--- config.mk ---
export PLATFORM = sky130hd
export DESIGN_NAME = biquad_envelope_threshold_detector_core
export DESIGN_NICKNAME = d
export VERILOG_FILES = /design/src/hw/rtl/bqetd_pkg.sv /design/src/hw/rtl/bqetd_filter.sv /design/src/hw/rtl/biquad_envelope_threshold_detector_core.sv
export SDC_FILE = /design/constraint.sdc
export NUM_CORES = 1
export LEC_CHECK = 0
export BUFFER_PORTS_ARGS = -buffer_cell sky130_fd_sc_hd__buf_2
export CAP_MARGIN = 5
export CORE_UTILIZATION = 55
export CTS_CLUSTER_SIZE = 30
export DETAILED_ROUTE_END_ITERATION = 7
export PLACE_DENSITY_LB_ADDON = 0.12
export SLEW_MARGIN = 5
export SYNTH_ARGS = -nofsm -noshare
export SYNTH_HDL_FRONTEND = slang
export SYNTH_SLANG_ARGS = --single-unit
--- constraint.sdc ---
create_clock -name clk -period 19.6 [get_ports clk]
set_clock_uncertainty 0.05 [all_clocks]
set_input_delay 0.98 -clock clk [delete_from_list [all_inputs] [get_ports clk]]
set_output_delay 0.98 -clock clk [all_outputs]
set_load 0.005 [all_outputs]
--- src/hw/rtl/bqetd_pkg.sv ---
`timescale 1ns / 1ps
// ----------------------------------------------------------------------------
// bqetd_pkg
// Shared types and constants for the biquad envelope threshold detector.
// ----------------------------------------------------------------------------
package bqetd_pkg;

  localparam int MaxAvg    = 16;
  localparam int IdxW      = $clog2(MaxAvg);
  localparam int LenW      = 5;
  localparam int WinLog    = 10;            // WINDOW = 1024
  localparam int YFrac     = 8;
  localparam int YW        = 12 + YFrac;
  localparam int AccW      = 42;
  localparam int PartW     = 22;
  localparam int CoefW     = 16;
  localparam int SumW      = 14;
  localparam int MeanW     = 21;
  localparam int CntW      = WinLog + 1;

  localparam logic [2:0] REG_B0     = 3'd0;
  localparam logic [2:0] REG_B1     = 3'd1;
  localparam logic [2:0] REG_A1     = 3'd2;
  localparam logic [2:0] REG_A2     = 3'd3;
  localparam logic [2:0] REG_DECAY  = 3'd4;
  localparam logic [2:0] REG_OFFSET = 3'd5;
  localparam logic [2:0] REG_AVGLEN = 3'd6;

  typedef struct packed {
    logic signed [CoefW-1:0] b0;
    logic signed [CoefW-1:0] b1;
    logic signed [CoefW-1:0] a1;
    logic signed [CoefW-1:0] a2;
  } coef_t;

  typedef enum logic [2:0] {
    ST_IDLE,
    ST_MAC,
    ST_POST,
    ST_SUM,
    ST_DIV,
    ST_DONE
  } state_t;

endpackage

--- src/hw/rtl/bqetd_filter.sv ---
`timescale 1ns / 1ps
// ----------------------------------------------------------------------------
// bqetd_filter
// Direct-form-I biquad, coefficient bits consumed one per cycle.
// ----------------------------------------------------------------------------
module bqetd_filter (
  input  logic                  clk,
  input  logic                  rst,
  input  logic                  start,
  input  logic [9:0]            sample,
  input  bqetd_pkg::coef_t      coef,
  output logic                  done,
  output logic [9:0]            filtered
);
  import bqetd_pkg::*;

  logic signed [10:0]   x1, x2, xs;
  logic signed [YW-1:0] y1, y2;
  logic signed [10:0]   xin;
  logic signed [AccW-1:0] acc;
  logic [3:0]           bit_cnt;
  logic                 busy;

  logic signed [PartW-1:0] part;
  logic signed [AccW-1:0]  term;
  logic signed [AccW-1:0]  acc_next;
  logic signed [AccW-16:0] rnd;
  logic signed [YW-1:0]    y0;
  logic signed [11:0]      yint;
  logic signed [12:0]      yrec;

  always_comb begin
    part = '0;
    if (coef.b0[bit_cnt]) part = part + (PartW'(xs) <<< YFrac);
    if (coef.b1[bit_cnt]) part = part + (PartW'(x1) <<< YFrac);
    if (coef.a1[bit_cnt]) part = part + PartW'(y1);
    if (coef.a2[bit_cnt]) part = part - PartW'(y2);
    term = AccW'(part) <<< bit_cnt;
    // sign bit of a Q1.15 coefficient carries negative weight
    acc_next = (bit_cnt == 4'd15) ? acc - term : acc + term;
    rnd = (AccW-15)'((acc_next + AccW'(1 <<< 14)) >>> 15);
    if (rnd > (AccW-15)'((1 <<< (YW-1)) - 1)) begin
      y0 = {1'b0, {(YW-1){1'b1}}};
    end else if (rnd < -(AccW-15)'(1 <<< (YW-1))) begin
      y0 = {1'b1, {(YW-1){1'b0}}};
    end else begin
      y0 = rnd[YW-1:0];
    end
    yint = 12'(y0 >>> YFrac);
    yrec = 13'(yint) + 13'sd512;
  end

  always_ff @(posedge clk) begin
    if (rst) begin
      busy <= 1'b0;
      done <= 1'b0;
      bit_cnt <= '0;
      x1 <= '0;
      x2 <= '0;
      y1 <= '0;
      y2 <= '0;
    end else begin
      done <= 1'b0;
      if (start && !busy) begin
        busy <= 1'b1;
        bit_cnt <= '0;
        acc <= '0;
        xin <= $signed({1'b0, sample}) - 11'sd512;
        xs <= ($signed({1'b0, sample}) - 11'sd512) + x2;
      end else if (busy) begin
        acc <= acc_next;
        bit_cnt <= bit_cnt + 4'd1;
        if (bit_cnt == 4'd15) begin
          busy <= 1'b0;
          done <= 1'b1;
          y2 <= y1;
          y1 <= y0;
          x2 <= x1;
          x1 <= xin;
          if (yrec < 0) filtered <= '0;
          else if (yrec > 13'sd1023) filtered <= 10'd1023;
          else filtered <= yrec[9:0];
        end
      end
    end
  end

endmodule

--- src/hw/rtl/biquad_envelope_threshold_detector_core.sv ---
`timescale 1ns / 1ps
// ----------------------------------------------------------------------------
// biquad_envelope_threshold_detector_core
// Biquad low-pass, peak envelope, moving average and adaptive threshold.
// ----------------------------------------------------------------------------
// channel  dir  contents
// s_*      in   tdata[9:0] sample
// m_*      out  tdata: filtered, envelope, average, above, threshold
// cfg_*    in   index 0..6 register write, data in low bits
//
// A sample passes the bit-serial filter MAC, a sum over the len (1..16)
// entries of the envelope store, and a serial divide by len.
// One item is in flight; the next is taken once the result is loaded.
// A stalled output holds the next result in DONE. Reset is synchronous.
// ----------------------------------------------------------------------------
module biquad_envelope_threshold_detector_core (
  input  logic        clk,
  input  logic        rst,
  input  logic        s_tvalid,
  output logic        s_tready,
  input  logic [15:0] s_tdata,   // [9:0] sample
  output logic        m_tvalid,
  input  logic        m_tready,
  // [9:0] filtered, [19:10] envelope, [29:20] average, [30] above,
  // [41:31] threshold, [47:42] zero
  output logic [47:0] m_tdata,
  input  logic        cfg_valid,
  output logic        cfg_ready,
  input  logic [2:0]  cfg_index,
  input  logic [15:0] cfg_data
);
  import bqetd_pkg::*;

  coef_t       coef;
  logic [9:0]  decay_step, threshold_offset;
  logic [4:0]  avg_len;

  state_t      state, state_next;
  logic        f_done;
  logic [9:0]  filtered;
  logic [9:0]  peak_env;
  logic [9:0]  avg_store [MaxAvg];
  logic [IdxW-1:0] avg_index;
  logic [LenW-1:0] len, len_eff;
  logic [LenW-1:0] cnt;
  logic [SumW-1:0] sum;
  logic [5:0]  rem;
  logic [9:0]  quo;
  logic [MeanW-1:0] mean_sum;
  logic [CntW-1:0] window_count;
  logic [10:0] threshold_reg;
  logic [IdxW-1:0] wr_idx;
  logic [5:0]  rem_shift;

  assign cfg_ready = 1'b1;
  assign s_tready = (state == ST_IDLE);

  always_ff @(posedge clk) begin
    if (rst) begin
      coef.b0 <= 16'sd4762;
      coef.b1 <= 16'sd9524;
      coef.a1 <= 16'sd21988;
      coef.a2 <= 16'sd8268;
      decay_step <= 10'd10;
      threshold_offset <= 10'd20;
      avg_len <= 5'd10;
    end else if (cfg_valid) begin
      case (cfg_index)
        REG_B0:     coef.b0 <= cfg_data;
        REG_B1:     coef.b1 <= cfg_data;
        REG_A1:     coef.a1 <= cfg_data;
        REG_A2:     coef.a2 <= cfg_data;
        REG_DECAY:  decay_step <= cfg_data[9:0];
        REG_OFFSET: threshold_offset <= cfg_data[9:0];
        REG_AVGLEN: avg_len <= cfg_data[4:0];
        default: ;
      endcase
    end
  end

  bqetd_filter u_filter (
    .clk      (clk),
    .rst      (rst),
    .start    (s_tvalid && s_tready),
    .sample   (s_tdata[9:0]),
    .coef     (coef),
    .done     (f_done),
    .filtered (filtered)
  );

  always_comb begin
    if (avg_len == '0) len_eff = 5'd1;
    else if (avg_len > 5'(MaxAvg)) len_eff = 5'(MaxAvg);
    else len_eff = avg_len;
    wr_idx = ({1'b0, avg_index} >= len_eff) ? '0 : avg_index;
    rem_shift = {rem[4:0], sum[SumW-1]};
  end

  always_comb begin
    state_next = state;
    case (state)
      ST_IDLE: if (s_tvalid) state_next = ST_MAC;
      ST_MAC:  if (f_done) state_next = ST_POST;
      ST_POST: state_next = ST_SUM;
      ST_SUM:  if (cnt == len - 5'd1) state_next = ST_DIV;
      ST_DIV:  if (cnt == 5'(SumW - 1)) state_next = ST_DONE;
      ST_DONE: if (!m_tvalid || m_tready) state_next = ST_IDLE;
      default: state_next = ST_IDLE;
    endcase
  end

  always_ff @(posedge clk) begin
    if (rst) begin
      state <= ST_IDLE;
      peak_env <= '0;
      avg_index <= '0;
      mean_sum <= '0;
      window_count <= '0;
      threshold_reg <= '0;
      m_tvalid <= 1'b0;
      cnt <= '0;
      for (int i = 0; i < MaxAvg; i++) avg_store[i] <= '0;
    end else begin
      state <= state_next;
      if (m_tvalid && m_tready && state != ST_DONE) m_tvalid <= 1'b0;
      case (state)
        ST_POST: begin
          logic [9:0] env;
          env = (filtered > peak_env) ? filtered :
                (peak_env >= decay_step) ? peak_env - decay_step : filtered;
          peak_env <= env;
          avg_store[wr_idx] <= env;
          avg_index <= ({1'b0, wr_idx} + 5'd1 >= len_eff) ? '0 : wr_idx + 1'b1;
          len <= len_eff;
          cnt <= '0;
          sum <= '0;
        end
        ST_SUM: begin
          sum <= sum + SumW'(avg_store[cnt[IdxW-1:0]]);
          cnt <= (cnt == len - 5'd1) ? '0 : cnt + 5'd1;
          rem <= '0;
        end
        ST_DIV: begin
          // restoring divide, one quotient bit per cycle
          sum <= sum << 1;
          if (rem_shift >= {1'b0, len}) begin
            rem <= rem_shift - {1'b0, len};
            quo <= {quo[8:0], 1'b1};
          end else begin
            rem <= rem_shift;
            quo <= {quo[8:0], 1'b0};
          end
          cnt <= (cnt == 5'(SumW - 1)) ? '0 : cnt + 5'd1;
        end
        ST_DONE: begin
          // output free or draining this cycle: load and keep tvalid high
          if (!m_tvalid || m_tready) begin
            m_tvalid <= 1'b1;
            m_tdata <= {6'd0, threshold_reg, quo > 10'(threshold_reg) &&
                        threshold_reg[10] == 1'b0, quo, peak_env, filtered};
            if (window_count == CntW'((1 << WinLog) - 1)) begin
              threshold_reg <= 11'(((mean_sum + MeanW'(quo)) >> WinLog)
                               + MeanW'(threshold_offset));
              mean_sum <= '0;
              window_count <= '0;
            end else begin
              mean_sum <= mean_sum + MeanW'(quo);
              window_count <= window_count + 1'b1;
            end
          end
        end
        default: ;
      endcase
    end
  end

`ifndef SYNTHESIS
  a_done_in_mac: assert property (@(posedge clk) disable iff (rst)
    f_done |-> state == ST_MAC) else $error("filter done outside MAC");
  a_accept_starts: assert property (@(posedge clk) disable iff (rst)
    s_tvalid && s_tready |=> state == ST_MAC) else $error("accept did not start MAC");
  a_load_in_done: assert property (@(posedge clk) disable iff (rst)
    $rose(m_tvalid) |-> $past(state) == ST_DONE) else $error("result loaded early");
`endif

endmodule
# Word-level counts from Yosys, hierarchy flattened
# Memories as Yosys holds them, arrays and structs flattened. A register that Yosys moved wholly into a read port is not among the register bits.
# Cells that the tools add are included.
dict set report word_totals {
  in_bits 40
  memories 1
  out_inout_bits 51
  elab_cells 181
  ramBits 160
  regBits 373
}
dict set report classes {
  n_bitwise 4
  n_eq_ne 21
  reduce_logical 36
  order_cmp 12
  n_addsub 20
  n_mux 55
  shifts 1
}
# name words width rd rd_ports_with_merged_regs wr line_no
set mem_list {}
lappend mem_list {avg_store 16 10 1 1 16 biquad_envelope_threshold_detector_core.sv:42} ;# logic [9:0] avg_store [MaxAvg];
# cell n
set ops {}
lappend ops {{$mux 22} 4}
lappend ops {{$mux 42} 2}
lappend ops {{$add 42x16->42 const B} 1}
lappend ops {{$add 42x42->42} 1}
lappend ops {{$pmux 14 s3} 1}
lappend ops {{$sshl 22x4->42} 1}
lappend ops {{$sub 42x42->42} 1}
lappend ops {{$mux 10} 4}
lappend ops {{$mux 20} 2}
lappend ops {{$reduce_and 2->1} 14}
lappend ops {{$gt 27x20->1 const B} 1}
lappend ops {{$lt 27x20->1 const B} 1}
lappend ops {{$mux 5} 5}
lappend ops {{$add 22x19->22} 1}
lappend ops {{$add 22x20->22} 1}
lappend ops {{$sub 22x20->22} 1}
lappend ops {{$add 21x10->21} 1}
lappend ops {{$mux 21} 1}
lappend ops {{$gt 10x10->1} 2}
lappend ops {{$mux 4} 5}
lappend ops {{$mux 1} 18}
lappend ops {{$pmux 3 s6} 1}
lappend ops {{$bmux 1 s4} 4}
lappend ops {{$eq 3x3->1 const B} 5}
lappend ops {{other kinds (47)} 71}

# Depth between registers and ports, before layout
dict set report logic_depth {
  depth_word 19
  depth_mapped 64
  depth_no_buf 57
}

# Cells and area by module
# Synthesis repeated with hierarchy kept, for this count alone.
dict set report unflattened {
  hier_cells 3790
  hier_area_um2 34780.9
}
# module area_per_inst_um2 cells_per_inst seq_area_each_um2 n_inst
set by_module_without_submodules {}
lappend by_module_without_submodules {biquad_envelope_threshold_detector_core 18885.6 1735 10269.8 1}
lappend by_module_without_submodules {bqetd_filter 15895.2 2055 3513.4 1}

# Worst setup path after synthesis
# OpenSTA, ideal clock, no wires.
dict set report synth_path {
  kind {register to register}
  start {reg u_filter.bit_cnt[0]}
  end {reg u_filter.filtered[0], data pin}
  period_less_slack_ps 13415
  required_ps 19398
  n_path_buf 5
  t_arrival_ps 13213
  setup_ps 152
  path_slack_ps 6185
  path_stages_with_launch 60
  path_cell_list {dfxtp_1 > buf_6 > buf_6 > mux2i_1 > a22oi_1 > a22o_1 > clkbuf_1 > and2_1 > ha_1 > a21o_1 > a211o_1 > or2_2 > a211o_1 > a41o_1 > ha_1 > a2111oi_0 > o21ai_0 > a41oi_1 > (+24 left out) > and2_1 > or2_2 > a41o_1 > xnor2_1 > nor4_1 > or4b_2 > nor4_1 > o22a_1 > a21oi_4 > a21oi_1 > ha_1 > and4_1 > nand4_1 > or3_1 > a31o_1 > a21o_1 > buf_6 > a31oi_1}
}
dict set report synth_between {
  elab_chain_len 19
  word_cells_on_any_way 29
  classes_between {7 x add/sub; 4 x order compare; 1 x eq/ne; 1 x shift; 16 x mux}
}
# item line_no
set synth_lines {}
lappend synth_lines {{from (decl)} bqetd_filter.sv:21} ;# logic [3:0] bit_cnt;
lappend synth_lines {{from (signal assigned)} bqetd_filter.sv:72} ;# bit_cnt <= bit_cnt + 4'd1;
lappend synth_lines {{$bmux 1 s4} bqetd_filter.sv:34} ;# if (coef.b0[bit_cnt]) part = part + (PartW'(xs) <<< YFrac);
lappend synth_lines {{$mux 1 (implied by the code)} bqetd_filter.sv:34}
lappend synth_lines {{$mux 22} bqetd_filter.sv:34}
lappend synth_lines {{$add 22x19->22} bqetd_filter.sv:35} ;# if (coef.b1[bit_cnt]) part = part + (PartW'(x1) <<< YFrac);
lappend synth_lines {{$mux 22} bqetd_filter.sv:35}
lappend synth_lines {{$add 22x20->22} bqetd_filter.sv:36} ;# if (coef.a1[bit_cnt]) part = part + PartW'(y1);
lappend synth_lines {{$mux 22} bqetd_filter.sv:36}
lappend synth_lines {{$sub 22x20->22} bqetd_filter.sv:37} ;# if (coef.a2[bit_cnt]) part = part - PartW'(y2);
lappend synth_lines {{(+3 left out)} n/a}
lappend synth_lines {{$mux 42 (*)} bqetd_filter.sv:40} ;# acc_next = (bit_cnt == 4'd15) ? acc - term : acc + term;
lappend synth_lines {{$add 42x16->42 (*)} bqetd_filter.sv:41} ;# rnd = (AccW-15)'((acc_next + AccW'(1 <<< 14)) >>> 15);
lappend synth_lines {{$lt 27x20->1} bqetd_filter.sv:44} ;# end else if (rnd < -(AccW-15)'(1 <<< (YW-1))) begin
lappend synth_lines {{$mux 20} bqetd_filter.sv:44}
lappend synth_lines {{$mux 20 (*)} bqetd_filter.sv:42} ;# if (rnd > (AccW-15)'((1 <<< (YW-1)) - 1)) begin
lappend synth_lines {{$add 12x11->13 (*)} bqetd_filter.sv:50} ;# yrec = 13'(yint) + 13'sd512;
lappend synth_lines {{$gt 13x11->1} bqetd_filter.sv:81} ;# else if (yrec > 13'sd1023) filtered <= 10'd1023;
lappend synth_lines {{$mux 10} bqetd_filter.sv:81}
lappend synth_lines {{to (signal assigned)} bqetd_filter.sv:82} ;# else filtered <= yrec[9:0];
lappend synth_lines {{to (decl)} bqetd_filter.sv:13} ;# output logic [9:0] filtered
# Every way passes the cells marked *; elsewhere a longest branch is shown, timed or not. The select of a mux whose other input is x is not followed.
# A chain may end at the register's enable or synchronous reset.

# Worst setup path after layout
dict set report layout_path {
  start {reg u_filter.bit_cnt[2]}
  end {reg u_filter.filtered[5], data pin}
}
# Same word-level chain as after synthesis.

==> results_dict.tcl <==
set metrics [dict create \
    dr.pass1.iters 6 \
    cts_buffers 58 \
    worstPathArrival_ns 17.21 \
    post-dp-hpwl_um 69400 \
    timing.fmax_ghz 0.0596 \
    rsz0062_at_grt "false" \
    area_growth_pct 8.36 \
    avgSynthCellArea_um2 9.22 \
    synthFlopType "edfxtp_1" \
    initial_core_util_pct 55.8 \
    leakage_nw 14.1 \
    ys_types 111 \
    drive_gt1_share_pct 9.87 \
    end_kind "register" \
    worstHoldPathType "reg2reg" \
    setup_viol 0 \
    grt_pass1_wl_um 151000 \
    largest_reg_flops 160 \
    crit_top_cell "ha_1" \
    worstPathRequired_ns 20.02 \
    post_cts_buffers 0 \
    die_y_um 249 \
    slowest_delay_ns 0.76 \
    synthTopCellsByCount "nand2_1, nor2_1, edfxtp_1" \
    synth.top_cells.by_area "edfxtp_1, dfxtp_1, ha_1, nand2_1, nor2_1" \
    largest_register "avg_store" \
    antenna_found_initial 1 \
    fin_crit_ns 16.79 \
    htree_levels 2 \
    synth_edf_count 309 \
    cts_root_buffer "clkbuf_16" \
    fillCellCount 5087 \
    ctsResizeCount 0 \
    setup_ws_ns 2.81 \
    gr-total-overflow 0 \
    syn_inst 3651 \
    reg_top3 "avg_store x160, coef x64" \
    cts_hold_buf 0 \
    cp_slowest_cell "a311oi_1" \
    grt_pass1_vias 27101 \
    crit_type "reg2reg" \
    portBuffers 77 \
    cts_tree "done" \
    clock_sinks 534 \
    relSlewSlack_pct 24.0 \
    power_mw 3.78 \
    cts_max_path_buffers 3 \
    grt_start_max_net_pins 99 \
    core_area_um2 60400 \
    pre_cts_ws_ns 3.21 \
    io_pins 91 \
    ys_warn_count 0 \
    path_clk_slew_ns 0.06 \
    outcome "complete, no violations" \
    nNetsFinal 3874 \
    ys_seq_area_share_pct 41.0 \
    wl_per_cell_um 21.4 \
    synth.most_common_cell "nand2_1" \
    vias 27971 \
    finalHoldViolations 0 \
    synth_area_um2 33700 \
    slew_viol_final 0 \
    drtIter0Drc 2416 \
    power.density_nw_per_um2 104 \
    die_area_um2 62200 \
    drcViolationCount 0 \
    diodes 0 \
    fin_tns_setup_ns 0 \
    start_kind "register" \
    worstMarginPinSlew_ns 1.14 \
    insertion_delay_ns 0.64 \
    synth_top_area_share_pct 27.6 \
    cap_violations 0 \
    ys_seq_elements 534 \
    synth_area_leader_cell "edfxtp_1" \
    rows 90 \
    async_flop_share_pct 0 \
    period_share_pct 85.7 \
    routed_wl_um 95800 \
    grt_usage_pct 30.4 \
    max-vdd-ir-drop_mv 0.0906 \
    gp_congestion 0.931 \
    die_w_um 249 \
    via_per_inst 6.26 \
    path_max_fanout 37 \
    postRouteAntennaNets 0 \
]
## path summary, 6_finish.rpt
check / start / end / slack [ns] / depth (start not counted)
hold reg to reg: threshold_reg[2]$_SDFFE_PP0P_ / m_tdata[33]$_DFFE_PP_ / 0.40 / 0
setup / recovery: u_filter.bit_cnt[2]$_SDFFE_PN0P_ / u_filter.filtered[5]$_SDFFCE_PN0P_ / 2.81 / 54
setup reg to reg: u_filter.bit_cnt[2]$_SDFFE_PN0P_ / u_filter.filtered[5]$_SDFFCE_PN0P_ / 2.81 / 54
hold / removal: threshold_reg[2]$_SDFFE_PP0P_ / m_tdata[33]$_DFFE_PP_ / 0.40 / 0
## routing by layer
layer	track usage, %	share of wire (%)	wire, um	vias to the layer above
met3	3.99	5.9	5640	207
met5	0	0.014	13	-
met2	52.1	49	46800	930
li1	-	-	-	13251
met1	38.8	41	39600	13581
met4	12.3	3.9	3760	2
## area by class of cell
class	instances	area, um^2	area share, %
repair buffers	119	707	1.94
inverters	140	526	1.44
well taps	782	978	2.68
flip-flops and latches	534	13800	37.8
multi-input cells	2788	18600	50.9
clock buffers	77	1670	4.57
clock inverters	31	244	0.669
## cell usage in the layout, fill, tap and decap left out, drive strengths merged, types with 62 or more instances in the layout
cell type,instances
o21ai,125
nand3,76
nand2,464
xor2,79
buf,119
a21oi,308
edfxtp,309
dfxtp,225
xnor2,99
mux4,62
inv,142
nor2,446
ha,184
a21o,77
clkbuf,77
## power by group
part | switching, mW | internal [mW] | total (mW)
clock network | 0.481 | 0.613 | 1.09
logic | 0.900 | 0.503 | 1.40
registers | 0.0188 | 1.27 | 1.29
total | 1.40 | 2.38 | 3.78
## stage by stage
step | instances | hold slack, ns | util (%) | cell area (um^2)
3_5_place_dp | 4363 | 0.384 | 57.3 | 34600
4_1_cts | 4471 | 0.401 | 60.4 | 36500
3_3_place_gp | 4363 | 0.388 | 57.3 | 34600
5_1_grt | 4471 | 0.415 | 60.4 | 36500
2_1_floorplan | 3656 | 0.358 | - | 33700
6_report | 4471 | 0.399 | 60.4 | 36500
## cells by family after synthesis
| logic type | share of synthesized area (%) |
|---|---|
| and+or+nand+nor | 18.8 |
| buffers and inverters | 4.04 |
| adders and majority gates | 7.38 |
| AOI/OAI and AO/OA | 18.1 |
| DFF | 41.0 |
| muxes | 5.92 |
| xor gates and xnor gates | 4.77 |
| other | 0.0223 |
## worst max-delay path: cells and delay by family (launching register included)
kind / cells / cell delay (ns)
AO/OA/AOI/OAI: 24 / 7.23
AND/OR/NAND/NOR: 16 / 4.77
adder cells (fa/ha/maj): 5 / 1.62
buffers and inverters: 4 / 0.92
multiplexers: 2 / 0.78
flip-flops: 1 / 0.69
XOR/XNOR: 3 / 0.52
Note: power is estimated with default switching activity, not from simulation.
